==> src/hw/rtl/bts_pkg.sv <==
`default_nettype none
package bts_pkg;

  localparam logic [6:0] CH_MASK  = 7'h7f;
  localparam logic [6:0] CH_SPACE = 7'h20;
  localparam logic [6:0] CH_TAB   = 7'h09;
  localparam logic [6:0] CH_LF    = 7'h0a;
  localparam logic [6:0] CH_DOT   = 7'h2e;
  localparam logic [6:0] CH_PCT   = 7'h25;
  localparam logic [6:0] CH_DEL   = 7'h7f;

  // outcome of one nonzero byte against the history
  typedef struct packed {
    logic       keep;   // character is accepted
    logic       held;   // space or dot; goes to the hold buffer if accepted
    logic [6:0] chr;    // mapped character
  } bts_class_t;

endpackage
`default_nettype wire

==> src/hw/rtl/bts_ram.sv <==
`default_nettype none
module bts_ram #(
  parameter int WIDTH = 7,
  parameter int DEPTH = 16
) (
  input  wire logic                     clk,
  input  wire logic                     we,
  input  wire logic [$clog2(DEPTH)-1:0] waddr,
  input  wire logic [WIDTH-1:0]         wdata,
  input  wire logic                     re,
  input  wire logic [$clog2(DEPTH)-1:0] raddr,
  output logic      [WIDTH-1:0]         rdata
);

  logic [WIDTH-1:0] mem [DEPTH];

  always_ff @(posedge clk) begin
    if (we) begin
      mem[waddr] <= wdata;
    end
    if (re) begin
      rdata <= mem[raddr];
    end
  end

endmodule
`default_nettype wire

==> src/hw/rtl/bts_classify.sv <==
`default_nettype none
module bts_classify
  import bts_pkg::*;
(
  input  wire logic [7:0] raw,
  input  wire logic [6:0] prev_one,
  input  wire logic [6:0] prev_two,
  input  wire logic       started,
  output bts_class_t      cls
);

  logic [6:0] c;
  logic       is_blank;
  logic       is_dot;
  logic       pct_run;

  assign c        = raw[6:0] & CH_MASK;
  assign is_blank = (c == CH_SPACE) || (c == CH_TAB) || (c == CH_LF);
  assign is_dot   = (c == CH_DOT) || (c < CH_SPACE) || (c == CH_DEL);
  assign pct_run  = (c == CH_PCT) && (prev_one == CH_PCT) && (prev_two == CH_PCT);

  always_comb begin
    cls.keep = 1'b1;
    cls.held = 1'b0;
    cls.chr  = c;
    if (is_blank) begin
      cls.chr  = CH_SPACE;
      cls.held = 1'b1;
      if (!started || (prev_one == CH_SPACE && prev_two == CH_SPACE)) begin
        cls.keep = 1'b0;
      end
    end else if (is_dot) begin
      cls.chr  = CH_DOT;
      cls.held = 1'b1;
      if (!started || (prev_one == CH_DOT && prev_two == CH_DOT)) begin
        cls.keep = 1'b0;
      end
    end else if (pct_run) begin
      cls.keep = 1'b0;
    end
    // zero bytes never reach the history, keep stays harmless here
    if (raw == 8'h00) begin
      cls.keep = 1'b0;
      cls.held = 1'b0;
    end
  end

endmodule
`default_nettype wire

==> src/hw/rtl/broadcast_text_sanitizer_top.sv <==
`default_nettype none
// Message text filter, one byte per beat in, one character or terminator per
// beat out. Trailing spaces and dots sit in a circular hold buffer kept in a
// single-port-read RAM of HOLD_DEPTH entries; releasing a held run reads each
// held character from the RAM, then loads it into the output register, and
// after the run emits the real character that frees it. A space or dot
// arriving on a full buffer reads the oldest, then emits it and overwrites
// its slot together. A terminator that follows an emitted character goes out
// from a separate terminator state. New bytes are taken only when the
// sequencer is idle and the output register is free or being emptied.
module broadcast_text_sanitizer_top
  import bts_pkg::*;
#(
  parameter int HOLD_DEPTH = 16
) (
  input  wire logic       clk,
  input  wire logic       rst,
  input  wire logic       in_valid,
  output logic            in_stall,
  input  wire logic [7:0] in_byte,
  input  wire logic       in_last,
  output logic            out_valid,
  input  wire logic       out_stall,
  output logic      [6:0] out_char,
  output logic            char_valid,
  output logic            end_of_message
);

  localparam int AW = $clog2(HOLD_DEPTH);
  localparam int CW = $clog2(HOLD_DEPTH + 1);

  typedef enum logic [2:0] {
    S_IDLE,
    S_DRAIN_RD,
    S_DRAIN_WR,
    S_CHAR,
    S_POP_RD,
    S_POP_WR,
    S_TERM
  } state_t;

  state_t      state;
  logic [6:0]  prev_one;
  logic [6:0]  prev_two;
  logic        started;
  logic [AW-1:0] head;
  logic [CW-1:0] hold_count;
  logic [6:0]  pend_char;
  logic        pend_last;

  bts_class_t  cls;
  logic        out_free;
  logic        accept;
  logic        is_zero;
  logic        full;
  logic [AW-1:0] head_next;
  logic [AW:0]   tail_sum;
  logic [AW-1:0] tail;

  logic          ram_we;
  logic [AW-1:0] ram_waddr;
  logic [6:0]    ram_wdata;
  logic          ram_re;
  logic [6:0]    ram_rdata;

  bts_classify u_classify (
    .raw      (in_byte),
    .prev_one (prev_one),
    .prev_two (prev_two),
    .started  (started),
    .cls      (cls)
  );

  assign out_free = !out_valid || !out_stall;
  assign in_stall = !(state == S_IDLE && out_free);
  assign accept   = in_valid && !in_stall;
  assign is_zero  = (in_byte == 8'h00);
  assign full     = (hold_count == CW'(HOLD_DEPTH));

  assign head_next = (head == AW'(HOLD_DEPTH - 1)) ? '0 : head + 1'b1;
  assign tail_sum  = (AW+1)'(head) + (AW+1)'(hold_count);
  assign tail      = (tail_sum >= (AW+1)'(HOLD_DEPTH)) ?
                     AW'(tail_sum - (AW+1)'(HOLD_DEPTH)) : AW'(tail_sum);

  // a held character is written at the tail; the oldest slot is reused on a full-buffer push, after its read
  always_comb begin
    ram_we    = 1'b0;
    ram_waddr = tail;
    ram_wdata = cls.chr;
    if (state == S_POP_WR) begin
      ram_we    = out_free;
      ram_waddr = head;
      ram_wdata = pend_char;
    end else if (accept && cls.keep && cls.held && !full && !in_last) begin
      ram_we = 1'b1;
    end
  end

  assign ram_re = (state == S_DRAIN_RD) || (state == S_POP_RD);

  bts_ram #(
    .WIDTH (7),
    .DEPTH (HOLD_DEPTH)
  ) u_hold (
    .clk   (clk),
    .we    (ram_we),
    .waddr (ram_waddr),
    .wdata (ram_wdata),
    .re    (ram_re),
    .raddr (head),
    .rdata (ram_rdata)
  );

  always_ff @(posedge clk) begin
    if (rst) begin
      state      <= S_IDLE;
      prev_one   <= '0;
      prev_two   <= '0;
      started    <= 1'b0;
      head       <= '0;
      hold_count <= '0;
      out_valid  <= 1'b0;
    end else begin
      if (out_valid && !out_stall) begin
        out_valid <= 1'b0;
      end
      case (state)
        S_IDLE: begin
          if (accept) begin
            if (cls.keep) begin
              prev_two <= prev_one;
              prev_one <= cls.chr;
              started  <= 1'b1;
            end
            if (is_zero || in_last) begin
              prev_one <= '0;
              prev_two <= '0;
              started  <= 1'b0;
            end
            pend_char <= cls.chr;
            pend_last <= in_last;
            if (is_zero) begin
              out_valid      <= 1'b1;
              out_char       <= '0;
              char_valid     <= 1'b0;
              end_of_message <= 1'b1;
              head           <= '0;
              hold_count     <= '0;
            end else if (cls.keep && !cls.held && hold_count != '0) begin
              state <= S_DRAIN_RD;
            end else if (cls.keep && !cls.held) begin
              out_valid      <= 1'b1;
              out_char       <= cls.chr;
              char_valid     <= 1'b1;
              end_of_message <= 1'b0;
              if (in_last) begin
                state <= S_TERM;
              end
            end else if (cls.keep && full) begin
              state <= S_POP_RD;
            end else if (in_last) begin
              out_valid      <= 1'b1;
              out_char       <= '0;
              char_valid     <= 1'b0;
              end_of_message <= 1'b1;
              head           <= '0;
              hold_count     <= '0;
            end else if (cls.keep) begin
              hold_count <= hold_count + 1'b1;
            end
          end
        end
        S_DRAIN_RD: begin
          state <= S_DRAIN_WR;
        end
        S_DRAIN_WR: begin
          if (out_free) begin
            out_valid      <= 1'b1;
            out_char       <= ram_rdata;
            char_valid     <= 1'b1;
            end_of_message <= 1'b0;
            head           <= head_next;
            hold_count     <= hold_count - 1'b1;
            state          <= (hold_count == CW'(1)) ? S_CHAR : S_DRAIN_RD;
          end
        end
        S_CHAR: begin
          if (out_free) begin
            out_valid      <= 1'b1;
            out_char       <= pend_char;
            char_valid     <= 1'b1;
            end_of_message <= 1'b0;
            head           <= '0;
            state          <= pend_last ? S_TERM : S_IDLE;
          end
        end
        S_POP_RD: begin
          state <= S_POP_WR;
        end
        S_POP_WR: begin
          if (out_free) begin
            out_valid      <= 1'b1;
            out_char       <= ram_rdata;
            char_valid     <= 1'b1;
            end_of_message <= 1'b0;
            head           <= head_next;
            state          <= pend_last ? S_TERM : S_IDLE;
          end
        end
        S_TERM: begin
          if (out_free) begin
            out_valid      <= 1'b1;
            out_char       <= '0;
            char_valid     <= 1'b0;
            end_of_message <= 1'b1;
            head           <= '0;
            hold_count     <= '0;
            state          <= S_IDLE;
          end
        end
        default: begin
          state <= S_IDLE;
        end
      endcase
    end
  end

  a_count_bound: assert property (@(posedge clk) disable iff (rst)
    hold_count <= CW'(HOLD_DEPTH))
    else $error("hold count beyond buffer depth");

  a_head_bound: assert property (@(posedge clk) disable iff (rst)
    head <= AW'(HOLD_DEPTH - 1))
    else $error("hold head pointer out of range");

  a_drain_nonempty: assert property (@(posedge clk) disable iff (rst)
    (state == S_DRAIN_RD || state == S_DRAIN_WR) |-> hold_count != '0)
    else $error("draining an empty hold buffer");

  a_term_clears: assert property (@(posedge clk) disable iff (rst)
    (out_valid && end_of_message && state == S_IDLE) |-> hold_count == '0)
    else $error("terminator sent with characters still held");

  a_pop_full: assert property (@(posedge clk) disable iff (rst)
    (state == S_POP_RD) |-> full)
    else $error("oldest-character pop on a buffer that is not full");

endmodule
`default_nettype wire

==> config.mk <==
export PLATFORM = sky130hd
export DESIGN_NAME = broadcast_text_sanitizer_top
export DESIGN_NICKNAME = d
export VERILOG_FILES = /design/src/hw/rtl/bts_pkg.sv /design/src/hw/rtl/bts_ram.sv /design/src/hw/rtl/bts_classify.sv /design/src/hw/rtl/broadcast_text_sanitizer_top.sv
export SDC_FILE = /design/constraint.sdc
export NUM_CORES = 1
export LEC_CHECK = 0
export ABC_AREA = 1
export CELL_PAD_IN_SITES_DETAIL_PLACEMENT = 1
export CELL_PAD_IN_SITES_GLOBAL_PLACEMENT = 2
export CORE_MARGIN = 2
export CORE_UTILIZATION = 45
export DETAILED_ROUTE_END_ITERATION = 8
export DONT_BUFFER_PORTS = 1
export PLACE_DENSITY = 0.93
export SLEW_MARGIN = 20
export SYNTH_ARGS = -nofsm -noshare
export SYNTH_HDL_FRONTEND = slang
export SYNTH_SLANG_ARGS = --single-unit
export TNS_END_PERCENT = 10
==> constraint.sdc <==
create_clock -name clk -period 7.3 [get_ports clk]
set_input_delay 1.46 -clock clk [delete_from_list [all_inputs] [get_ports clk]]
set_output_delay 1.46 -clock clk [all_outputs]
set_load 0.1 [all_outputs]
; ---- Yosys cells after proc, flatten, opt, wreduce, memory -nomap -nowiden
; Memory sizes are Yosys's and may differ from the RTL's. A register that Yosys moved wholly into a read port is not among the register bits.
; Cells that the tools add are included.
[word_totals]
in_bits = 13
memories = 1
register_bits = 45
out_inout_bits = 11
word_cells = 197
ram_bits = 112
[memory_table]
columns = memory, depth, word_bits, rd, rd_clocked_by_memory_dff, write_ports, line_no
row1 = u_hold.mem, 16, 7, 1, 1, 1, bts_ram.sv:15  ; logic [WIDTH-1:0] mem [DEPTH];
[classes]
add_sub_neg = 5
reduce_logical = 50
n_mux = 87
eq_ne = 39
order_cmp = 2
bitwise = 1
[op_table]
columns = operator, count
row1 = $mux 7, 14
row2 = $eq 7x6->1 const B, 9
row3 = $mux 5, 9
row4 = $mux 4, 11
row5 = $mux 1, 32
row6 = $mux 3, 10
row7 = $pmux 7 s4, 1
row8 = $reduce_and 8->1, 3
row9 = $pmux 3 s6, 1
row10 = $pmux 5 s3, 1
row11 = $eq 7x4->1 const B, 2
row12 = $logic_and 1x1->1, 14
row13 = $ne 3x3->1 const B, 4
row14 = $pmux 4 s3, 1
row15 = $ne 2x2->1 const B, 5
row16 = $eq 3x3->1 const B, 3
row17 = $logic_or 1x1->1, 9
row18 = $mux 9, 1
row19 = $reduce_and 9->1, 1
row20 = $reduce_bool 3->1, 3
row21 = $logic_not 8->1, 1
row22 = $mux 8, 1
row23 = $ne 2x1->1 const B, 4
row24 = $ne 4x3->1 const B, 2
row25 = 29 further kinds, 42

; ---- Logic depth before layout (Yosys ltp)
; Gate-level depths: netlist of run 1.
[depth]
depth_word = 15
mapped_depth = 17
mapped_depth_nobuf = 17

; ---- Modules after synthesis
; A second synthesis of run 1 with hierarchy kept.
[hier_totals]
cells_unflattened = 940
area_unflattened_um2 = 8201.6
[by_module_without_submodules]
columns = module, seq_area_each_um2, area_each_um2, cells_each, n_inst
row1 = bts_ram, 3573.4, 5104.9, 485, 1
row2 = broadcast_text_sanitizer_top, 1071.0, 2721.4, 367, 1
row3 = bts_classify, 0.0, 375.4, 88, 1

; ---- Worst setup path before layout of run 1
; Ideal clock, no wire load.
[synth_timing]
path_type = in2out
from = in out_stall
to = out in_stall
arrival_ns = 2.295
path_stages = 2
required_time_ns = 5.840
n_path_buf = 0
path_slack_ns = 3.545
cell_sequence = nand2_1 > nand2_1
[synth_via]
elab_chain_len = 4
[synth_rtl]
columns = element, line_no
row1 = start: declaration, broadcast_text_sanitizer_top.sv:23  ; input wire logic out_stall,
row2 = $logic_not 1->1, broadcast_text_sanitizer_top.sv:74  ; assign out_free = !out_valid || !out_stall;
row3 = $logic_or 1x1->1, broadcast_text_sanitizer_top.sv:74
row4 = $logic_and 1x1->1, broadcast_text_sanitizer_top.sv:75  ; assign in_stall = !(state == S_IDLE && out_free);
row5 = $logic_not 1->1, broadcast_text_sanitizer_top.sv:75
row6 = end: declaration, broadcast_text_sanitizer_top.sv:19  ; output logic in_stall,
; No other way between the ends.

; ---- Worst setup path in the final report of run 1
[layout_timing]
from = reg out_valid
to = out in_stall
[layout_via]
elab_chain_len = 4
[layout_rtl]
columns = element, line_no
row1 = start: declaration, broadcast_text_sanitizer_top.sv:22  ; output logic out_valid,
row2 = start signal: assignment, broadcast_text_sanitizer_top.sv:122  ; out_valid <= 1'b0;
row3 = start signal: assignment, broadcast_text_sanitizer_top.sv:125  ; out_valid <= 1'b0;
row4 = start signal: assignment, broadcast_text_sanitizer_top.sv:143  ; out_valid <= 1'b1;
row5 = $logic_not 1->1, broadcast_text_sanitizer_top.sv:74
row6 = $logic_or 1x1->1, broadcast_text_sanitizer_top.sv:74
row7 = $logic_and 1x1->1, broadcast_text_sanitizer_top.sv:75
row8 = $logic_not 1->1, broadcast_text_sanitizer_top.sv:75
; No other way between the ends.

==> qor.yml, run 1 <==
placement:
  gp_congestion: 0.894
  port_buffers: 0
  dpl-instance-area_um2: 7780
  place_ws_ns: 3.18
  dp.cells: 958
  dp_hpwl_um: 14300
clock_network:
  cts_buffers: 17
  clockBufferDepth: 2
  postCtsSetupRepairBufs: 0
  path_clk_slew_ns: 0.06
  hold_buffers: 0
  cts-htree-levels: 4
  cts_tree: "built"
  clock-root-buffer: "clkbuf_16"
  clock-sinks: 164
  cts_resized: 0
  insertion_delay_ns: 0.43
grt:
  grt_pass1_vias: 5715
  grt_use_total: 0.237
  antenna_found_initial: 0
  grt_pass1_wl_um: 31800
  overflow: 0
  grt_max_degree: 63
finish:
  design_area_um2: 8350
  fin_util: 0.503
  antenna_cells: 0
  nNetsFinal: 778
  fin_cells: 990
  syn2layout_area_growth_pct: 9.59
  drive_gt1_frac: 0.101
pwr:
  vdd_drop_max_mv: 0.261
  leakage_nw: 3.00
  power_frac_seq: 0.421
  power_mw: 3.20
  p_sw_frac: 0.406
  p_int_mw: 1.90
  pwr_density_cell_nw_per_um2: 383
  p_comb_frac: 0.308
  clock_power_share: 0.270
  p_sw_mw: 1.30
synth:
  syn-num-nets: 789
  synth_top_area_frac: 0.536
  yosys.area.top_type: "edfxtp_1"
  yosys.area_share.simple: 0.204
  synth-xor-area-share: 0.00805
  synth.area.top_cells: "edfxtp_1 (54%), dfxtp_1 (7.4%), nor2_1 (6.6%)"
  ys_ff_latch: 164
  synth_top_family_by_area: "simple AND/OR/NAND/NOR gates"
  synth_most_common_cell: "edfxtp_1"
  synthCells: 768
  ys_warn_count: 0
  yosysSeqAreaShare: 0.610
  synth.mux.area_fraction: 0
  yosys.area_share.adder: 0.0141
  async_flop_share: 0
  synthFlopType: "edfxtp_1"
  synth_edf_count: 136
  netlist_top_cells_count: "edfxtp_1 (136), nor2_1 (134), nand2_1 (116), o21ai_0 (65), nand3_1 (59)"
  synth_compound_area_frac: 0.115
  yosysUniqueCellTypes: 44
  syn_area_um2: 7620
  avgSynthCellArea_um2: 9.92
timing:
  clock_skew_ns: 0.0147
  worst_pin_slew_ns: 0.991
  setup_violations: 0
  holdWs_ns: 0.467
  tns_ns: 0
  timing.final.ws_setup_ns: 3.30
  drv_slew: 0
  maxSlewHeadroom: 0.334
  rsz0062_at_grt: "no"
  max_freq_mhz: 250
  finalHoldViolCount: 0
  fin_crit_ns: 4.00
  fin_crit_sh: 0.548
critical_path:
  cp_max_fo: 7
  arrival_ns: 2.54
  cp-end-kind: "primary output"
  path_class: "flop to primary output"
  startpoint_type: "flop"
  worstPathRequired_ns: 5.84
die:
  die_w_um: 134
  core_area_um2: 16600
  start_util: 0.459
  die-area_um2: 18000
  ios: 24
  rows: 47
  fp.dieH_um: 134
drt:
  postRouteAntennaNets: 0
  wl_per_cell_um: 20.8
  via_count: 5607
  detail_route.wirelength_um: 20600
  firstDrtPassIters: 5
  drt_iter0_drc: 420
  route.detailed.drc: 0
  routed_via_density: 5.66
min_path:
  min_path_type: "flop to flop"
run_status:
  outcome: "finished, final reports clean"
flow_run:
  cap_violations: 0
flip-flops by register name, summed over array words and instances (netlist names):
name,flops
pend_char,7
u_hold.mem,112
hold_count,5
head,4
char_valid,1
end_of_message,1
out_char,7
u_hold.rdata,7
state,3
out_valid,1
prev_two,7
started,1
pend_last,1
prev_one,7
cells in the final DEF (no fill, tap or decap), types with 4 or more instances in the layout:
cell type / Yosys / routed
a21oi_1: 30 / 30
nand4_1: 4 / 4
inv_2: 10 / 10
edfxtp_1: 136 / 136
clkbuf_16: 0 / 17
o22ai_1: 6 / 6
nand2_1: 116 / 116
nor2_1: 134 / 134
nand2_2: 9 / 9
or2_2: 5 / 5
a22oi_1: 7 / 7
inv_1: 46 / 46
o221ai_1: 24 / 24
o21ai_0: 65 / 63
ha_1: 7 / 7
dfxtp_1: 28 / 28
nor2_2: 4 / 4
nand3_1: 59 / 59
nor3_1: 6 / 6
xor2_1: 4 / 4
inv_6: 0 / 5
o211ai_1: 4 / 4
buf_4: 1 / 4
critical path, stage by stage, from the launching register on:
cell and delay, ns:
dfxtp_1 0.95, nand2_1 0.39, nand2_1 0.77
final cells by class:
| cell class | count | area, µm² |
|---|---|---|
| flip-flops and latches | 164 | 4640 |
| inverters | 58 | 220 |
| clock inverters | 14 | 144 |
| repair buffers | 4 | 30.0 |
| fillers | 1844 | 8230 |
| clock buffers | 18 | 429 |
| multi-input cells | 512 | 2610 |
| well taps | 220 | 275 |
routing by layer:
layer  vias to the layer above  share of wire  GRT usage  wire (µm)
met2                       172           0.50      0.408      10300
li1                       2666              -          -          -
met1                      2741           0.43      0.300       8830
met4                         0          0.018     0.0854        371
met5                         -              0          0          0
met3                        28          0.052     0.0446       1080
power groups by stage:
stage | Combinational (mW) | Sequential (mW) | Clock [mW]
after global routing | 1.10 | 1.36 | 0.913
after floorplan | 0.733 | 1.33 | 0
after global placement | 0.941 | 1.36 | 0
after CTS | 0.985 | 1.35 | 0.884
final | 0.984 | 1.35 | 0.864
after detailed placement | 0.977 | 1.37 | 0
final timing paths:
check                                              start                         end  slack (ns)  cells past startpoint
worst max-delay path                out_valid$_SDFF_PP0_                    in_stall        3.30                      2
worst min-delay path            prev_two[6]$_SDFFE_PP0P_    prev_two[6]$_SDFFE_PP0P_        0.47                      2
worst max register to register      head[1]$_SDFFE_PP0P_  u_hold.mem[7][4]$_DFFE_PP_        3.72                      7
worst min register to register  prev_two[6]$_SDFFE_PP0P_    prev_two[6]$_SDFFE_PP0P_        0.47                      2
cells by family (layout without fill, tap and decap cells):
kind of cell               count (synthesis)  after routing
and+or+nand+nor                          351            351
DFF                                      164            164
AOI/OAI and AO/OA                        146            146
buffers and inverters                     92             94
adders and majority gates                  8              8
xor gates and xnor gates                   7              7
(Power assumes the default switching activity.)
==> inputs of run 2 (changes only) <==
--- a/config.mk
+++ b/config.mk
@@ -9,10 +9,10 @@
 export CELL_PAD_IN_SITES_DETAIL_PLACEMENT = 1
 export CELL_PAD_IN_SITES_GLOBAL_PLACEMENT = 2
 export CORE_MARGIN = 2
-export CORE_UTILIZATION = 45
+export CORE_UTILIZATION = 38
 export DETAILED_ROUTE_END_ITERATION = 8
 export DONT_BUFFER_PORTS = 1
-export PLACE_DENSITY = 0.93
+export PLACE_DENSITY = 0.84
 export SLEW_MARGIN = 20
 export SYNTH_ARGS = -nofsm -noshare
 export SYNTH_HDL_FRONTEND = slang
==> constraint.sdc (replaced) <==
create_clock -name clk -period 3.6 [get_ports clk]
set_input_delay 0.72 -clock clk [delete_from_list [all_inputs] [get_ports clk]]
set_output_delay 0.72 -clock clk [all_outputs]
set_load 0.1 [all_outputs]
==> run 2 against run 1 <==
Net effect: die area is 18% higher; flip-flop and latch count stayed put; utilization is 6.5 points lower; routed wire length hardly changed; critical path type is now flop to flop; total power is 110% higher.
==> qor.yml, run 2 (synthesis gave the netlist of run 1 again) <==
run_status:
  outcome: "finished, final reports clean"  # unchanged
critical_path:
  r2r-start: "head[0]$_SDFFE_PP0P_"  # was head[1]$_SDFFE_PP0P_
  critical-path-top-delay-family: "buffers and inverters"  # was simple AND/OR/NAND/NOR gates
  critPathLaunch: "head[0]$_SDFFE_PP0P_"  # was out_valid$_SDFF_PP0_
  cp-end-kind: "flop"  # was primary output
  cp_max_fo: 61  # was 7
  cp_cell_sequence: "buf_4 > inv_1 > buf_4 > o21ai_0 > nand3_1 > nor2_1 > buf_4"  # was nand2_1 > nand2_1
  critPathMostFrequentCell: "buf_4"  # was nand2_1
  worstPathRequired_ns: 3.73  # was 5.84 ns
  arrival_ns: 2.94  # was 2.54 ns
  path_class: "flop to flop"  # was flop to primary output
  critPathBufInv: 4  # was 0
  startpoint_type: "flop"  # unchanged
  crit_path_top_delay_cell: "o21ai_0"  # was dfxtp_1
  critical-path-max-stage-delay_ns: 0.55  # was 0.95 ns
drt:
  routed_via_density: 5.35  # was 5.66
  firstDrtPassIters: 5  # unchanged
  postRouteAntennaNets: 0  # unchanged
  detail_route.wirelength_um: 20600  # about the same
  route.detailed.drc: 0  # unchanged
  wl_per_cell_um: 19.4  # was 20.8 µm
  via_count: 5661  # was 5607
  drt_iter0_drc: 402  # was 420
finish:
  layout_common_cells: "edfxtp_1 (136), nor2_1 (134), nand2_1 (116)"  # unchanged
  antenna_cells: 0  # unchanged
  design_area_um2: 8580  # was 8350 µm²
  largest_reg_flops: 112  # unchanged
  final_common_cell: "edfxtp_1"  # unchanged
  nNetsFinal: 803  # was 778
  syn2layout_area_growth_pct: 12.6  # was 9.59%
  largest_register: "u_hold.mem"  # unchanged
  drive_gt1_frac: 0.127  # was 0.101
clock_network:
  clock-root-buffer: "clkbuf_16"  # unchanged
  clock-sinks: 164  # unchanged
  cts-htree-levels: 4  # unchanged
  insertion_delay_ns: 0.43  # about the same
  hold_buffers: 0  # unchanged
  clockBufferDepth: 2  # unchanged
  postCtsSetupRepairBufs: 0  # unchanged
  cts_tree: "built"  # unchanged
  path_clk_slew_ns: 0.07  # was 0.06 ns
  cts_buffers: 17  # unchanged
  cts_resized: 0  # unchanged
timing:
  clock_skew_ns: 0.0156  # was 0.0147 ns
  worst_pin_slew_ns: 0.905  # was 0.991 ns
  timing.final.ws_setup_ns: 0.794  # was 3.30 ns
  setup_violations: 0  # unchanged
  drv_slew: 0  # unchanged
  finalHoldViolCount: 0  # unchanged
  fin_crit_sh: 0.780
  max_freq_mhz: 356
  tns_ns: 0  # unchanged
  fin_crit_ns: 2.81
  rsz0062_at_grt: "no"  # unchanged
  holdWs_ns: 0.351  # was 0.467 ns
  maxSlewHeadroom: 0.398  # was 0.334
grt:
  grt_util_met2: 0.342  # was 0.408
  overflow: 0  # unchanged
  use_met1: 0.260  # was 0.300
  grt_util_met3: 0.0395  # was 0.0446
  grt_use_total: 0.201  # was 0.237
  grt_max_degree: 62  # was 63
  grt_pass1_wl_um: 33200  # was 31800 µm
  grt_pass1_vias: 6017  # was 5715
  antenna_found_initial: 0  # unchanged
  top_usage_layer: "met2"  # unchanged
min_path:
  min_from: "rst"  # was prev_two[6]$_SDFFE_PP0P_
  min_path_type: "input pin to flop"  # was flop to flop
die:
  rows: 51  # was 47
  die_w_um: 146  # was 134 µm
  ios: 24  # unchanged
  fp.dieH_um: 146  # was 134 µm
  core_area_um2: 19600  # was 16600 µm²
  die-area_um2: 21200  # was 18000 µm²
  start_util: 0.389  # was 0.459
placement:
  dpl-instance-area_um2: 8010  # was 7780 µm²
  dp_hpwl_um: 13800  # was 14300 µm
  port_buffers: 0  # unchanged
  place_ws_ns: 0.543  # was 3.18 ns
  gp_congestion: 0.897  # was 0.894
pwr:
  pwr_density_cell_nw_per_um2: 763  # was 383 nW/µm²
  vdd_drop_max_mv: 0.414  # was 0.261 mV
  leakage_nw: 3.14  # was 3.00 nW
flow_run:
  cap_violations: 0  # unchanged
run 2: layout make-up:
class,count,area (µm²)
timing repair buffer,29,218
inverter,58,220
clock buffer,18,429
sequential,164,4640
clock inverter,13,140
fill,2194,11000
multi-input combinational,512,2600
tap,265,332
run 2: worst paths after layout:
check                                                   to  slack (ns)  cells after the start
worst max-delay path            u_hold.mem[7][0]$_DFFE_PP_        0.79                      7
worst min register to register    prev_two[6]$_SDFFE_PP0P_        0.47                      2
worst min-delay path              prev_one[2]$_SDFFE_PP0P_        0.35                      1
worst max register to register  u_hold.mem[7][0]$_DFFE_PP_        0.79                      7
run 2: routing by layer:
layer  share of wire  vias to the layer above
li1                -                     2713
met5               0                        -
met1            0.45                     2810
met2            0.49                      110
met3           0.039                       28
met4           0.016                        0
run 2: where the power goes:
part	switching [mW]	total [mW]	internal [mW]
registers	0.342	2.67	2.32
clock network	0.806	1.79	0.979
logic	1.49	2.10	0.609
total	2.64	6.55	3.91
run 2: metrics by stage:
stage,util,total power [mW],instances
finish,0.438,6.55,1059
global route,0.438,6.93,1059
CTS,0.438,6.60,1059
detailed placement,0.409,4.80,1028
global placement,0.409,4.70,1028
floorplan,-,4.17,768
run 2: worst register-to-register path, delay by kind of cell (launching register included):
family | cells | cell delay, ns
AND/OR/NAND/NOR | 2 | 0.48
buffers and inverters | 4 | 1.14
flip-flops | 1 | 0.34
AO/OA/AOI/OAI | 1 | 0.56
